===== src/hw/rtl/dcmb_pkg.sv =====
// Shared types and constants for the dual CPU mailbox and interrupt ports.
// Holds no logic of its own; used by dcmb_core and dual_cpu_mailbox_irq_ports.

package dcmb_pkg;

  // Kind of item presented on the input stream
  typedef enum logic [2:0] {
    ACT_MAIN_WR = 3'd0,
    ACT_MAIN_RD = 3'd1,
    ACT_SUB_WR  = 3'd2,
    ACT_SUB_RD  = 3'd3,
    ACT_TICK    = 3'd4
  } action_e;

  // Configuration register indexes
  localparam logic [7:0] CFG_SUB_DIP  = 8'd0;
  localparam logic [7:0] CFG_ALT_COIN = 8'd1;

  // Main bus decode, exact addresses
  localparam logic [15:0] MAIN_MBOX_RD  = 16'h1000;
  localparam logic [15:0] MAIN_STATUS   = 16'h1200;
  localparam logic [15:0] MAIN_CTRL     = 16'h1600;
  localparam logic [15:0] MAIN_VGO      = 16'h1640;
  localparam logic [15:0] MAIN_WDOG     = 16'h1680;
  localparam logic [15:0] MAIN_VRST     = 16'h16c0;
  localparam logic [15:0] MAIN_IRQ_CLR  = 16'h1700;
  localparam logic [15:0] MAIN_ROM_BANK = 16'h1740;
  localparam logic [15:0] MAIN_RAM_BANK = 16'h1780;
  localparam logic [15:0] MAIN_MBOX_WR  = 16'h17c0;

  // Sub bus decode, by 2 KiB region
  localparam logic [15:0] SUB_REGION_MASK = 16'hf800;
  localparam logic [15:0] SUB_SOUND       = 16'h2000;
  localparam logic [15:0] SUB_STATUS      = 16'h2800;
  localparam logic [15:0] SUB_MBOX_RD     = 16'h3000;
  localparam logic [15:0] SUB_DIP_IRQ     = 16'h4000;
  localparam logic [15:0] SUB_MBOX_WR     = 16'h5000;

  // Switch masks
  localparam logic [7:0] MAIN_SW_MASK = 8'h30;
  localparam logic [7:0] SUB_SW_MASK  = 8'hfc;

  // One input item
  typedef struct packed {
    logic [2:0]  action;
    logic [15:0] address;
    logic [7:0]  data;
    logic        vector_done;
    logic        timing_bit;
    logic [7:0]  main_switches;
    logic [7:0]  sub_switches;
    logic [1:0]  coin_switches;
  } item_t;

  // One result item
  typedef struct packed {
    logic [7:0] read_data;
    logic       main_irq;
    logic       sub_irq;
    logic       sub_nmi_pulse;
    logic       sub_halted;
    logic       sub_reset_pulse;
    logic       vector_go;
    logic       vec_rst_pulse;
    logic       watchdog_kick;
    logic [1:0] rom_bank;
    logic       ram_bank;
    logic       sound_access;
  } result_t;

endpackage


===== src/hw/rtl/dcmb_core.sv =====
// Mailbox latches, handshake flags, bank and control registers, IRQ counters.
// Decodes one item per cycle when an item is taken (fire_i high); depends on dcmb_pkg.

module dcmb_core (
  input  logic             clk_i,
  input  logic             rst_ni,
  input  logic             fire_i,
  input  dcmb_pkg::item_t  item_i,
  input  logic [7:0]       sub_dip_i,
  input  logic [1:0]       alt_coin_i,
  output dcmb_pkg::result_t result_o
);

  logic [7:0] to_sub_q, to_sub_d;
  logic [7:0] to_main_q, to_main_d;
  logic       main_sent_q, main_sent_d;
  logic       main_got_q, main_got_d;
  logic       sub_sent_q, sub_sent_d;
  logic       sub_got_q, sub_got_d;
  logic       player_sel_q, player_sel_d;
  logic [3:0] main_cnt_q, main_cnt_d;
  logic       main_armed_q, main_armed_d;
  logic [3:0] sub_cnt_q, sub_cnt_d;
  logic       main_line_q, main_line_d;
  logic       sub_line_q, sub_line_d;
  logic       halt_q, halt_d;
  logic [1:0] rom_bank_q, rom_bank_d;
  logic       ram_bank_q, ram_bank_d;

  logic [15:0] region;
  logic [3:0]  main_cnt_inc;
  logic [3:0]  sub_cnt_inc;
  logic [1:0]  coin_sel;

  assign region       = item_i.address & dcmb_pkg::SUB_REGION_MASK;
  assign main_cnt_inc = main_cnt_q + 4'd1;
  assign sub_cnt_inc  = sub_cnt_q + 4'd1;
  assign coin_sel     = player_sel_q ? alt_coin_i : item_i.coin_switches;

  // Decode of one item: next state and the result it reports
  always_comb begin
    to_sub_d     = to_sub_q;
    to_main_d    = to_main_q;
    main_sent_d  = main_sent_q;
    main_got_d   = main_got_q;
    sub_sent_d   = sub_sent_q;
    sub_got_d    = sub_got_q;
    player_sel_d = player_sel_q;
    main_cnt_d   = main_cnt_q;
    main_armed_d = main_armed_q;
    sub_cnt_d    = sub_cnt_q;
    main_line_d  = main_line_q;
    sub_line_d   = sub_line_q;
    halt_d       = halt_q;
    rom_bank_d   = rom_bank_q;
    ram_bank_d   = ram_bank_q;
    result_o     = '0;

    case (dcmb_pkg::action_e'(item_i.action))
      dcmb_pkg::ACT_MAIN_WR: begin
        case (item_i.address)
          dcmb_pkg::MAIN_CTRL: begin
            player_sel_d = item_i.data[5];
            halt_d       = ~item_i.data[3];
            if (!item_i.data[3]) begin
              result_o.sub_reset_pulse = 1'b1;
              main_sent_d = 1'b0;
              main_got_d  = 1'b0;
              sub_sent_d  = 1'b0;
              sub_got_d   = 1'b0;
            end
          end
          dcmb_pkg::MAIN_VGO:  result_o.vector_go     = 1'b1;
          dcmb_pkg::MAIN_WDOG: result_o.watchdog_kick = 1'b1;
          dcmb_pkg::MAIN_VRST: result_o.vec_rst_pulse = 1'b1;
          dcmb_pkg::MAIN_IRQ_CLR: begin
            main_line_d  = 1'b0;
            main_cnt_d   = 4'd0;
            main_armed_d = 1'b1;
          end
          dcmb_pkg::MAIN_ROM_BANK: rom_bank_d = item_i.data[1:0];
          dcmb_pkg::MAIN_RAM_BANK: ram_bank_d = item_i.data[0];
          dcmb_pkg::MAIN_MBOX_WR: begin
            sub_got_d   = 1'b0;
            main_sent_d = 1'b1;
            to_sub_d    = item_i.data;
            result_o.sub_nmi_pulse = 1'b1;
          end
          default: ;
        endcase
      end
      dcmb_pkg::ACT_MAIN_RD: begin
        if (item_i.address == dcmb_pkg::MAIN_MBOX_RD) begin
          main_got_d = 1'b1;
          sub_sent_d = 1'b0;
          result_o.read_data = to_main_q;
        end else if (item_i.address == dcmb_pkg::MAIN_STATUS) begin
          result_o.read_data = (item_i.main_switches & dcmb_pkg::MAIN_SW_MASK)
                             | {coin_sel, 2'b00, sub_got_q, sub_sent_q,
                                ~item_i.timing_bit, item_i.vector_done};
        end
      end
      dcmb_pkg::ACT_SUB_WR: begin
        if (region == dcmb_pkg::SUB_SOUND) begin
          result_o.sound_access = 1'b1;
        end else if (region == dcmb_pkg::SUB_DIP_IRQ) begin
          sub_line_d = 1'b0;
          sub_cnt_d  = 4'd0;
        end else if (region == dcmb_pkg::SUB_MBOX_WR) begin
          main_got_d = 1'b0;
          sub_sent_d = 1'b1;
          to_main_d  = item_i.data;
        end
      end
      dcmb_pkg::ACT_SUB_RD: begin
        if (region == dcmb_pkg::SUB_SOUND) begin
          result_o.sound_access = 1'b1;
        end else if (region == dcmb_pkg::SUB_STATUS) begin
          result_o.read_data = (item_i.sub_switches & dcmb_pkg::SUB_SW_MASK)
                             | {6'd0, main_got_q, main_sent_q};
        end else if (region == dcmb_pkg::SUB_MBOX_RD) begin
          sub_got_d   = 1'b1;
          main_sent_d = 1'b0;
          result_o.read_data = to_sub_q;
        end else if (region == dcmb_pkg::SUB_DIP_IRQ) begin
          result_o.read_data = sub_dip_i;
        end
      end
      dcmb_pkg::ACT_TICK: begin
        // Main counter fires once when bits 3:2 are both set, then stops
        if (main_armed_q) begin
          main_cnt_d = main_cnt_inc;
          if (main_cnt_inc[3:2] == 2'b11) begin
            main_line_d  = 1'b1;
            main_armed_d = 1'b0;
          end
        end
        sub_cnt_d  = sub_cnt_inc;
        sub_line_d = sub_cnt_inc[3];
      end
      default: ;
    endcase

    result_o.main_irq   = main_line_d;
    result_o.sub_irq    = sub_line_d;
    result_o.sub_halted = halt_d;
    result_o.rom_bank   = rom_bank_d;
    result_o.ram_bank   = ram_bank_d;
  end

  // State registers, updated only when an item is taken
  always_ff @(posedge clk_i or negedge rst_ni) begin
    if (!rst_ni) begin
      to_sub_q     <= 8'd0;
      to_main_q    <= 8'd0;
      main_sent_q  <= 1'b0;
      main_got_q   <= 1'b0;
      sub_sent_q   <= 1'b1;
      sub_got_q    <= 1'b0;
      player_sel_q <= 1'b0;
      main_cnt_q   <= 4'd0;
      main_armed_q <= 1'b1;
      sub_cnt_q    <= 4'd0;
      main_line_q  <= 1'b0;
      sub_line_q   <= 1'b0;
      halt_q       <= 1'b0;
      rom_bank_q   <= 2'd0;
      ram_bank_q   <= 1'b0;
    end else if (fire_i) begin
      to_sub_q     <= to_sub_d;
      to_main_q    <= to_main_d;
      main_sent_q  <= main_sent_d;
      main_got_q   <= main_got_d;
      sub_sent_q   <= sub_sent_d;
      sub_got_q    <= sub_got_d;
      player_sel_q <= player_sel_d;
      main_cnt_q   <= main_cnt_d;
      main_armed_q <= main_armed_d;
      sub_cnt_q    <= sub_cnt_d;
      main_line_q  <= main_line_d;
      sub_line_q   <= sub_line_d;
      halt_q       <= halt_d;
      rom_bank_q   <= rom_bank_d;
      ram_bank_q   <= ram_bank_d;
    end
  end

`ifndef NO_ASSERTIONS
  // The main interrupt is either pending or the counter is armed, never both.
  assert property (@(posedge clk_i) disable iff (!rst_ni)
    !(main_armed_q && main_line_q))
    else $error("main irq armed while line asserted");

  // The sub interrupt line always mirrors bit 3 of its counter.
  assert property (@(posedge clk_i) disable iff (!rst_ni)
    sub_line_q == sub_cnt_q[3])
    else $error("sub irq line out of step with counter");

  // A sub reset through the control port clears all four handshake flags.
  assert property (@(posedge clk_i) disable iff (!rst_ni)
    (fire_i && item_i.action == dcmb_pkg::ACT_MAIN_WR
     && item_i.address == dcmb_pkg::MAIN_CTRL && !item_i.data[3])
    |=> (!main_sent_q && !main_got_q && !sub_sent_q && !sub_got_q && halt_q))
    else $error("sub reset left a flag set");

  // Without an item the mailbox state does not move.
  assert property (@(posedge clk_i) disable iff (!rst_ni)
    !fire_i |=> ($stable(to_sub_q) && $stable(to_main_q) && $stable(main_cnt_q)
                 && $stable(sub_cnt_q) && $stable(main_sent_q) && $stable(sub_sent_q)))
    else $error("state changed without an item");
`endif

endmodule


===== src/hw/rtl/dual_cpu_mailbox_irq_ports.sv =====
// Top level of the dual CPU mailbox and interrupt ports.
// Depends on dcmb_pkg and instantiates dcmb_core.
//
// Usage:
//   Input stream (s_axis_*): one item per bus access or interrupt tick; the
//   kind of item travels in tuser, the access fields in tdata.
//   Output stream (m_axis_*): exactly one result item for every input item,
//   in order.
//   Configuration channel (cfg_*): writes the switch byte (index 0) and the
//   alternate coin bits (index 1); always ready, other indexes are ignored.
// Pipeline:
//   An accepted item is registered in the input register, decoded by
//   one level of flag and latch logic, and its result is loaded into the
//   output register. One item per cycle is sustained while the receiver
//   keeps m_axis_tready high; the state update of one item is ready
//   for the next item in the following cycle.
// Reset and stalls:
//   Reset empties both registers and loads the mailbox state and the
//   configuration registers with their reset values. When the receiver
//   holds m_axis_tready low, the result waits in the output register, one
//   further item waits in the input register, and s_axis_tready drops.

module dual_cpu_mailbox_irq_ports (
  input  logic        clk_i,
  input  logic        rst_ni,
  // Input stream
  input  logic        s_axis_tvalid,
  output logic        s_axis_tready,
  // tdata, lowest bit up: address[15:0], data[23:16], vector_done[24],
  // timing_bit[25], main_switches[33:26], sub_switches[41:34],
  // coin_switches[43:42], zero fill[47:44]
  input  logic [47:0] s_axis_tdata,
  // tuser: action[2:0]
  input  logic [2:0]  s_axis_tuser,
  // Output stream
  output logic        m_axis_tvalid,
  input  logic        m_axis_tready,
  // tdata, lowest bit up: read_data[7:0], main_irq[8], sub_irq[9],
  // sub_nmi_pulse[10], sub_halted[11], sub_reset_pulse[12], vector_go[13],
  // vec_rst_pulse[14], watchdog_kick[15], rom_bank[17:16], ram_bank[18],
  // sound_access[19], zero fill[23:20]
  output logic [23:0] m_axis_tdata,
  // Configuration write channel
  input  logic        cfg_valid_i,
  output logic        cfg_ready_o,
  input  logic [7:0]  cfg_index_i,
  input  logic [7:0]  cfg_data_i
);

  logic              in_valid_q;
  dcmb_pkg::item_t   in_item_q;
  dcmb_pkg::item_t   in_item_d;
  logic              out_valid_q;
  dcmb_pkg::result_t out_res_q;
  dcmb_pkg::result_t core_res;
  logic              advance;
  logic              fire;
  logic [7:0]        sub_dip_q;
  logic [1:0]        alt_coin_q;

  // Unpack the incoming item
  always_comb begin
    in_item_d.action        = s_axis_tuser;
    in_item_d.address       = s_axis_tdata[15:0];
    in_item_d.data          = s_axis_tdata[23:16];
    in_item_d.vector_done   = s_axis_tdata[24];
    in_item_d.timing_bit    = s_axis_tdata[25];
    in_item_d.main_switches = s_axis_tdata[33:26];
    in_item_d.sub_switches  = s_axis_tdata[41:34];
    in_item_d.coin_switches = s_axis_tdata[43:42];
  end

  // Handshake: the decode stage moves when the output register is free
  assign advance       = !out_valid_q || m_axis_tready;
  assign fire          = in_valid_q && advance;
  assign s_axis_tready = !in_valid_q || advance;
  assign cfg_ready_o   = 1'b1;

  // Input register
  always_ff @(posedge clk_i or negedge rst_ni) begin
    if (!rst_ni) begin
      in_valid_q <= 1'b0;
    end else if (s_axis_tready) begin
      in_valid_q <= s_axis_tvalid;
    end
  end

  always_ff @(posedge clk_i) begin
    if (s_axis_tvalid && s_axis_tready) begin
      in_item_q <= in_item_d;
    end
  end

  // Configuration registers
  always_ff @(posedge clk_i or negedge rst_ni) begin
    if (!rst_ni) begin
      sub_dip_q  <= 8'hff;
      alt_coin_q <= 2'd3;
    end else if (cfg_valid_i) begin
      if (cfg_index_i == dcmb_pkg::CFG_SUB_DIP) begin
        sub_dip_q <= cfg_data_i;
      end else if (cfg_index_i == dcmb_pkg::CFG_ALT_COIN) begin
        alt_coin_q <= cfg_data_i[1:0];
      end
    end
  end

  dcmb_core u_core (
    .clk_i      (clk_i),
    .rst_ni     (rst_ni),
    .fire_i     (fire),
    .item_i     (in_item_q),
    .sub_dip_i  (sub_dip_q),
    .alt_coin_i (alt_coin_q),
    .result_o   (core_res)
  );

  // Output register
  always_ff @(posedge clk_i or negedge rst_ni) begin
    if (!rst_ni) begin
      out_valid_q <= 1'b0;
    end else if (advance) begin
      out_valid_q <= in_valid_q;
    end
  end

  always_ff @(posedge clk_i) begin
    if (fire) begin
      out_res_q <= core_res;
    end
  end

  // Pack the result item
  assign m_axis_tvalid = out_valid_q;
  assign m_axis_tdata  = {4'd0,
                          out_res_q.sound_access,
                          out_res_q.ram_bank,
                          out_res_q.rom_bank,
                          out_res_q.watchdog_kick,
                          out_res_q.vec_rst_pulse,
                          out_res_q.vector_go,
                          out_res_q.sub_reset_pulse,
                          out_res_q.sub_halted,
                          out_res_q.sub_nmi_pulse,
                          out_res_q.sub_irq,
                          out_res_q.main_irq,
                          out_res_q.read_data};

endmodule


===== config.mk =====
export PLATFORM = sky130hd
export DESIGN_NAME = dual_cpu_mailbox_irq_ports
export DESIGN_NICKNAME = d
export VERILOG_FILES = /design/src/hw/rtl/dcmb_pkg.sv /design/src/hw/rtl/dcmb_core.sv /design/src/hw/rtl/dual_cpu_mailbox_irq_ports.sv
export SDC_FILE = /design/constraint.sdc
export NUM_CORES = 1
export LEC_CHECK = 0
export ABC_AREA = 1
export BUFFER_PORTS_ARGS = -buffer_cell sky130_fd_sc_hd__clkbuf_2
export CORE_ASPECT_RATIO = 1.75
export CORE_MARGIN = 4
export CORE_UTILIZATION = 42
export CTS_CLUSTER_DIAMETER = 200
export DETAILED_ROUTE_END_ITERATION = 8
export GPL_TIMING_DRIVEN = 0
export PLACE_DENSITY = 0.74
export SYNTH_ARGS = -nofsm -noshare
export SYNTH_HDL_FRONTEND = slang
export SYNTH_SLANG_ARGS = --single-unit

===== constraint.sdc =====
create_clock -name clk_i -period 1.73 [get_ports clk_i]
set_input_delay 0.4325 -clock clk_i [delete_from_list [all_inputs] [get_ports clk_i]]
set_output_delay 0.4325 -clock clk_i [all_outputs]
set_load 0.03 [all_outputs]

## After elaboration in Yosys (flattened, before gate mapping)

Cells that the tools add are included.

| operators by class | value |
|---|---|
| add/subtract/negate cells | 2 |
| multipliers | 0 |
| div/mod/pow operators | 0 |
| order comparisons | 0 |
| eq/ne operators | 35 |
| shift operators | 0 |
| mux-type cells | 59 |
| bitwise operators | 7 |
| reduce and logical (&&, ||, !) cells | 24 |

Operators by type and width:

| cell | number |
|---|---|
| $eq 16x13->1 const B | 10 |
| $mux 8 | 6 |
| $mux 1 | 34 |
| $mux 4 | 4 |
| $pmux 4 s2 | 2 |
| $pmux 8 s2 | 1 |
| $eq 5x3->1 const B | 3 |
| $ne 2x2->1 const B | 7 |
| $pmux 1 s2 | 7 |
| $reduce_and 3->1 | 4 |
| $eq 5x4->1 const B | 2 |
| $ne 2x1->1 const B | 5 |
| $add 4x1->4 const B | 2 |
| $eq 8x1->1 const B | 1 |
| $logic_not 8->1 | 1 |
| $or 6x8->8 | 1 |
| $or 8x2->8 | 1 |
| $reduce_and 4->1 | 2 |
| $reduce_and 8->1 | 1 |
| $reduce_and 7->1 | 1 |
| $eq 3x2->1 const B | 2 |
| $mux 2 | 3 |
| $ne 3x3->1 const B | 2 |
| $pmux 1 s3 | 2 |
| other kinds (13) | 23 |

| storage, ports and cells | value |
|---|---|
| register bits | 113 |
| latch bits | 0 |
| bits in writable memories | 0 |
| ROM bits | 0 |
| output and inout port bits | 27 |
| logic and storage cells | 166 |
| memories | 0 |

## Logic depth before layout (Yosys ltp)

Gate-level depths: netlist of the first run.

| depth | value |
|---|---|
| depth after elaboration | 6 |
| gate-level depth with buffers | 11 |
| depth with buffers taken out | 10 |

## Modules after synthesis

A second synthesis of the first run with hierarchy kept.

| unflattened totals | value |
|---|---|
| cells, all modules | 504 |
| area, all modules | 5136.2 µm² |

By module, submodules not included:

| module | instances | cells an instance | area an instance (µm²) |
|---|---|---|---|
| dual_cpu_mailbox_irq_ports | 1 | 147 | 2683.8 |
| dcmb_core | 1 | 357 | 2452.4 |

## Worst setup path after synthesis of the first run

OpenSTA, ideal clock, no wires.

| timing path | value |
|---|---|
| path type | register to register |
| start | register out_valid_q, in the netlist m_axis_tvalid |
| end | register in_item_q[0] in the netlist's numbering, enable pin |
| setup time | 0.393 ns |
| arrival | 1.725 ns |
| data required time | 1.337 ns |
| slack | -0.388 ns |
| cell stages (with the launch flop) | 4 |
| cell sequence | dfrtp_1 -> nand3_1 -> nand2_1 -> inv_1 |

| between the ends | value |
|---|---|
| longest elaborated chain between the ends | 4 |

RTL lines:

| item | line | source |
|---|---|---|
| start: declaration | dual_cpu_mailbox_irq_ports.sv:53 | `logic out_valid_q;` |
| start signal: assignment | dual_cpu_mailbox_irq_ports.sv:123 | `out_valid_q <= in_valid_q;` |
| $logic_not 1->1 | dual_cpu_mailbox_irq_ports.sv:74 | `assign advance = !out_valid_q \|\| m_axis_tready;` |
| $logic_or 1x1->1 | dual_cpu_mailbox_irq_ports.sv:74 |  |
| $logic_or 1x1->1 | dual_cpu_mailbox_irq_ports.sv:76 | `assign s_axis_tready = !in_valid_q \|\| advance;` |
| net s_axis_tready | dual_cpu_mailbox_irq_ports.sv:28 | `output logic s_axis_tready,` |
| $logic_and 1x1->1 | dual_cpu_mailbox_irq_ports.sv:89 | `if (s_axis_tvalid && s_axis_tready) begin` |
| end signal: assignment | dual_cpu_mailbox_irq_ports.sv:90 | `in_item_q <= in_item_d;` |
| end: declaration | dual_cpu_mailbox_irq_ports.sv:51 | `dcmb_pkg::item_t in_item_q;` |

The timed path passes the listed nets, and every way through them passes these cells.
A chain may end at the register's enable or synchronous reset.

## Worst setup path in the final report of the first run

| timing path | value |
|---|---|
| start | register in_item_q[39] in the netlist's numbering |
| end | register u_core.to_main_q[6] |

| between the ends | value |
|---|---|
| longest elaborated chain between the ends | 3 |

RTL lines:

| item | line | source |
|---|---|---|
| $eq 5x3->1 or $eq 5x4->1 (tied branches) | dcmb_core.sv:104, dcmb_core.sv:106 |  |
| $not 1->1 (no line) | n/a |  |
| $reduce_and 5->1 (no line) * | n/a |  |
| end signal: assignment | dcmb_core.sv:171 | `to_main_q <= to_main_d;` |
| end: declaration | dcmb_core.sv:15 | `logic [7:0] to_main_q, to_main_d;` |

Mark *: on every way between the ends. The rest lies on a longest branch, timed or not.

==> results of run 1 <==
-- registers in the layout, indices dropped and copies added, names as in the netlist, 2 cells and up --
| register | cells |
|---|---|
| u_core.to_main_q | 8 |
| alt_coin_q | 2 |
| u_core.sub_cnt_q | 4 |
| sub_dip_q | 8 |
| in_item_q | 39 |
| u_core.rom_bank_q | 2 |
| u_core.to_sub_q | 8 |
| u_core.main_cnt_q | 4 |
| m_axis_tdata | 20 |
-- metal layers --
layer	wire length [um]	share of wire (%)	global-route usage, %	up-vias
met5	0	0	0	-
met4	289	2.5	8.44	0
met3	535	4.7	4.03	19
met2	6440	56	32.1	101
met1	4150	36	17.5	1818
li1	-	-	-	1863
-- cell families after synthesis --
family | synth area share [%]
DFF | 60.5
and+or+nand+nor | 24.7
buffers and inverters | 6.67
xor gates and xnor gates | 0.355
adders and majority gates | 0.507
AOI/OAI and AO/OA | 7.10
other | 0.152
-- metrics by stage --
step / area, um^2 / power, mW / setup slack, ns / setup TNS [ns]
2_1_floorplan: 4970 / 3.61 / 0.0231 / 0
3_3_place_gp: 5540 / 3.85 / -0.236 / -9.68
3_5_place_dp: 5540 / 3.89 / -0.335 / -14.05
4_1_cts: 5850 / 5.86 / 0.00504 / 0
5_1_grt: 6040 / 6.11 / -0.0145 / -0.0432
6_report: 6040 / 5.89 / 0.0613 / 0
-- final cells by class --
class,instances,area [um^2]
Sequential cell,107,2990
Multi-Input combinational cell,326,1710
Fill cell,989,5470
Clock buffer,12,267
Timing Repair inverter,1,7.51
Timing Repair Buffer,94,533
Tap cell,135,169
Buffer,9,85.1
Inverter,67,263
Clock inverter,4,22.5
-- cell usage after synthesis, types with 5 or more instances --
cell type / count / share of area [%]
edfxtp_1: 59 / 36
nand2_1: 151 / 11
nand3_1: 25 / 2.5
dfrtp_1: 36 / 18
o21ai_0: 22 / 2.2
buf_4: 5 / 0.76
inv_1: 62 / 4.7
o21ai_1: 5 / 0.51
nor3_1: 5 / 0.51
dfstp_2: 12 / 6.4
nor2_2: 5 / 0.63
o21ai_2: 16 / 2.8
nor2_1: 50 / 3.8
nand4_1: 9 / 1.1
-- cell usage in the layout (no fill, tap or decap), drive strengths merged, types with 2 or more instances in the layout --
cell type,n
dfstp,12
o21ai,43
dfrtp,36
nand2,154
o21a,4
nor4,2
clkbuf,94
o211ai,2
nand3,28
clkinvlp,3
edfxtp,59
nor2,57
nor3,10
inv,67
conb,5
a21oi,3
nand4,11
ha,2
buf,21
clkinv,2
-- what timing repair did --
item                                    in CTS  in global routing
resized for setup                            5                 21
hold endpoints to repair                     0                  0
endpoints found under the setup margin      49                 30
cloned                                       1                  1
buffers inserted                             0                 11
pin swaps                                    0                  4
-- worst min path at each step --
stage	startpoint	end	slack, ns
finish	rst_ni	m_axis_tvalid	-0.01
global placement	sub_dip_q[5]	sub_dip_q[5]	0.45
CTS	s_axis_tdata[21]	in_item_q[25]	0.25
detailed placement	sub_dip_q[2]	sub_dip_q[2]	0.46
global route	rst_ni	in_valid_q	0.003
floorplan	rst_ni	in_valid_q	0.14
-- worst register-to-register path, stage by stage (launching register included) --
cell	delay (ns)
edfxtp_1	0.44
inv_1	0.15
nand2_1	0.12
nor2_1	0.23
nand3_2	0.25
buf_6	0.24
nand2_1	0.08
o21ai_2	0.05
-- power breakdown --
group	internal (mW)	switching (mW)	leakage (nW)
clock	1.09	0.880	0.143
combinational	0.277	0.535	1.52
sequential	2.96	0.141	1.18
==> reports/qor.yml, run 1 <==
worst_setup_path:
  required_ns: 1.97
  critPathMaxFanout: 10
  ff2ff_path_depth: 7
  cp_top_family: "simple AND/OR/NAND/NOR gates"
  start_kind: "flop"
  cp.arrival_ns: 1.90
  crit_cells: 7
  critical-path-max-stage-delay_ns: 0.44
  path_cells: "inv_1 -> nand2_1 -> nor2_1 -> nand3_2 -> buf_6 -> nand2_1 -> o21ai_2"
  setup.worst_path.class: "flop to flop"
  cp-endpoint: "u_core.to_main_q[6]"
  r2r-end: "u_core.to_main_q[6]"
  cpMaxStageDelayCell: "edfxtp_1"
  crit_start: "in_item_q[39]"
  end_kind: "flop"
  r2r_start: "in_item_q[39]"
  rrSetupSlack_ns: 0.06
  cp_common_cell: "nand2_1"
  crit_buf_inv: 2
synthesis:
  synthesis.area_um2: 4940
  netlist-cell-type-count: 37
  ys_seq_elements: 107
  yosys_warnings: 0
  synth_edf_count: 59
  syn_avg_cell_area_um2: 9.75
  ys.flop_type: "edfxtp_1"
  postSynthCellCount: 506
  async_reset_ff_share_pct: 44.9
  ys_seq_area_share_pct: 60.5
detailed_routing:
  via_count: 3801
  firstDrtPassIters: 4
  drt_wl_total_um: 11400
  antenna_left: 0
  drc: 0
  first_iter_violations: 200
  wl_per_cell_um: 15.1
  via_per_inst: 5.03
clocking:
  cts_buffers: 9
  cts_tree: "built"
  h-tree-depth: 3
  insertion_delay_ns: 0.35
  hold_buffers: 0
  clockBufferDepth: 2
  path_clk_slew_ns: 0.07
  cts_root_buffer: "clkbuf_16"
  clock_sinks: 107
finish:
  fin_util_pct: 52.5
  fin_cells: 755
  insertedDiodeCount: 0
  drive_gt1_share_pct: 30.5
  layout.nets: 689
  area_growth_syn_to_layout_pct: 22.5
sta:
  final.period_utilization_pct: 96.5
  slew_headroom_pct: 60.4
  setup_viol: 0
  hold_viol: 13
  period_minus_slack_ns: 1.67
  slew_violations: 0
  fmax_ghz: 0.599
  hold_slack_ns: -0.0120
  rsz0062_at_grt: "true"
  worst_pin_slew_ns: 0.591
  clock_skew_ns: 0.00618
global_routing:
  globalRouteOverflowTotal: 0
  grt_pass1_vias: 3848
  antenna_found_initial: 0
  track_usage_pct: 17.0
  grt_pass1_wl_um: 18100
  grt_max_degree: 49
floorplanning:
  core_area_um2: 11500
  die_height_um: 151
  die_w_um: 90.0
  start_util_pct: 42.9
  dieArea_um2: 13600
  num_rows: 52
  pin_count: 99
power_and_ir_drop:
  powerDensity_nw_per_um2: 974
  leakagePower_nw: 2.84
  peakVddDrop_mv: 0.486
place:
  dp_cells: 725
  dp_hpwl_um: 8260
  port-buffer-count: 81
  gp_congestion: 0.855
worst_hold_path:
  hold_class: "input port to async pin"
status:
  violations: "hold timing"
  status: "finished with violations"
job:
  maxCapViolCount: 0
(Power assumes the default switching activity.)
==> run 2, diff against run 1 <==
--- a/config.mk
+++ b/config.mk
@@ -6,7 +6,7 @@
 export NUM_CORES = 1
 export LEC_CHECK = 0
 export ABC_AREA = 1
-export BUFFER_PORTS_ARGS = -buffer_cell sky130_fd_sc_hd__clkbuf_2
+export BUFFER_PORTS_ARGS = -buffer_cell sky130_fd_sc_hd__buf_2
 export CORE_ASPECT_RATIO = 1.75
 export CORE_MARGIN = 4
 export CORE_UTILIZATION = 42
==> reports/qor.yml, run 2 (synthesis gave the netlist of run 1 again) <==
finish:
  filler_cell_count: 995
  fin_area_um2: 6030
  area_growth_syn_to_layout_pct: 22.3
  final-seq-area_um2: 2990
  largest_reg_flops: 39
  top_register: "in_item_q"
  multi_input_area_um2: 1710
  layout.nets: 687
  fin_util_pct: 52.4
  fin_cells: 753
  insertedDiodeCount: 0
  drive_gt1_share_pct: 29.8
  layout_common_cells: "nand2_1, buf_2, inv_1, edfxtp_1, nor2_1"
  final_common_cell: "nand2_1"
clocking:
  cts_tree: "built"
  cts_root_buffer: "clkbuf_16"
  path_clk_slew_ns: 0.07
  h-tree-depth: 3
  cts_buffers: 9
  insertion_delay_ns: 0.35
  clockBufferDepth: 2
  clock_sinks: 107
power_and_ir_drop:
  powerDensity_nw_per_um2: 1010
  total_power_mw: 6.09
  leakagePower_nw: 2.81
  peakVddDrop_mv: 0.598
sta:
  worst_pin_slew_ns: 1.08
  setup_viol: 0
  fin_setup_tns_ns: 0
  clock_skew_ns: 0.00751
  period_minus_slack_ns: 1.66
  hold_slack_ns: 0.254
  slew_violations: 0
  final.period_utilization_pct: 96.1
  setup_ws_ns: 0.0676
  hold_viol: 0
  fmax_ghz: 0.602
  slew_headroom_pct: 27.7
detailed_routing:
  wl_per_cell_um: 14.7
  drt_wl_total_um: 11100
  via_per_inst: 5.02
  firstDrtPassIters: 5
  first_iter_violations: 284
  via_count: 3783
  antenna_left: 0
  drc: 0
worst_setup_path:
  critPathMaxFanout: 10
  rrSetupSlack_ns: 0.07
  required_ns: 1.97
  setup.worst_path.class: "flop to flop"
  ff2ff_path_depth: 7
  r2r_start: "in_item_q[45]"
  start_kind: "flop"
  r2r-end: "u_core.to_sub_q[5]"
  cp.arrival_ns: 1.91
  end_kind: "flop"
job:
  maxCapViolCount: 0
place:
  place_area_um2: 5540
  place_ws_ns: -0.396
  dp_hpwl_um: 8180
  dp_cells: 725
  gp_congestion: 0.850
  port-buffer-count: 81
global_routing:
  globalRouteOverflowTotal: 0
  grt_pass1_wl_um: 17500
  grt_max_degree: 49
  grt_pass1_vias: 3800
  track_usage_pct: 16.5
  antenna_found_initial: 0
floorplanning:
  pin_count: 99
  die_w_um: 90.0
  start_util_pct: 42.9
  dieArea_um2: 13600
  num_rows: 52
  die_height_um: 151
  core_area_um2: 11500
status:
  status: "finished clean"
worst_hold_path:
  holdPathEnd: "in_item_q[25]"
  hold_depth: 1
  hold_start: "s_axis_tdata[21]"
  hold_class: "input port to flop"
==> run 2: cell count changes in the layout (fill, tap and decap cells not counted), sizes merged <==
cell / previous run / this run
clkbuf: 94 / 10
buf: 21 / 99
bufinv: 0 / 2
inv: 67 / 69
clkinvlp: 3 / 2
nor2: 57 / 58
==> run 2: what timing repair did <==
action / 4_1_cts / 5_1_grt
endpoints found under the setup margin: 48 / 29
pin swaps: 0 / 7
resized for setup: 5 / 16
endpoints found under the hold margin: 0 / 0
buffers inserted: 0 / 10
gates cloned: 1 / 1
hold buffers: 0 / 0
==> run 2: worst max path at each step <==
stage,start,to,slack [ns]
detailed placement,m_axis_tready,in_item_q[25],-0.40
CTS,in_item_q[45],m_axis_tdata[1],0.02
global route,in_item_q[35],m_axis_tdata[6],-0.009
floorplan,m_axis_tready,in_item_q[0],0.02
finish,in_item_q[45],u_core.to_sub_q[5],0.07
global placement,m_axis_tready,in_item_q[25],-0.27
==> run 2: layer usage <==
layer | share of wire [%] | vias to the layer above | global-route usage [%] | wire, um
met2 | 56 | 116 | 31.6 | 6180
li1 | - | 1861 | - | -
met1 | 37 | 1782 | 16.5 | 4080
met4 | 3.3 | 0 | 10.2 | 367
met5 | 0 | - | 0 | 0
met3 | 4.1 | 24 | 2.63 | 460
==> run 2: where the power goes <==
group          switching (mW)  leakage, nW  internal, mW
Clock                   0.917        0.158          1.28
Combinational           0.536         1.47         0.261
Sequential              0.137         1.18          2.96
==> run 2: final cells by class <==
cell class | count | area share, %
buffer | 9 | 1.41
clock buffer | 9 | 3.73
clock inverter | 7 | 1.60
inverter | 67 | 4.31
multi-input combinational | 327 | 28.3
sequential | 107 | 49.5
tap | 135 | 2.80
timing repair buffer | 91 | 8.17
timing repair inverter | 1 | 0.124
==> run 2: worst max-delay path: stages (launching register included) <==
cell and delay, ns:
edfxtp_1 0.51, nor2_2 0.17, nand2_2 0.17, inv_4 0.17, nand4_4 0.20, buf_6 0.21
nand2_1 0.07, o21ai_2 0.05
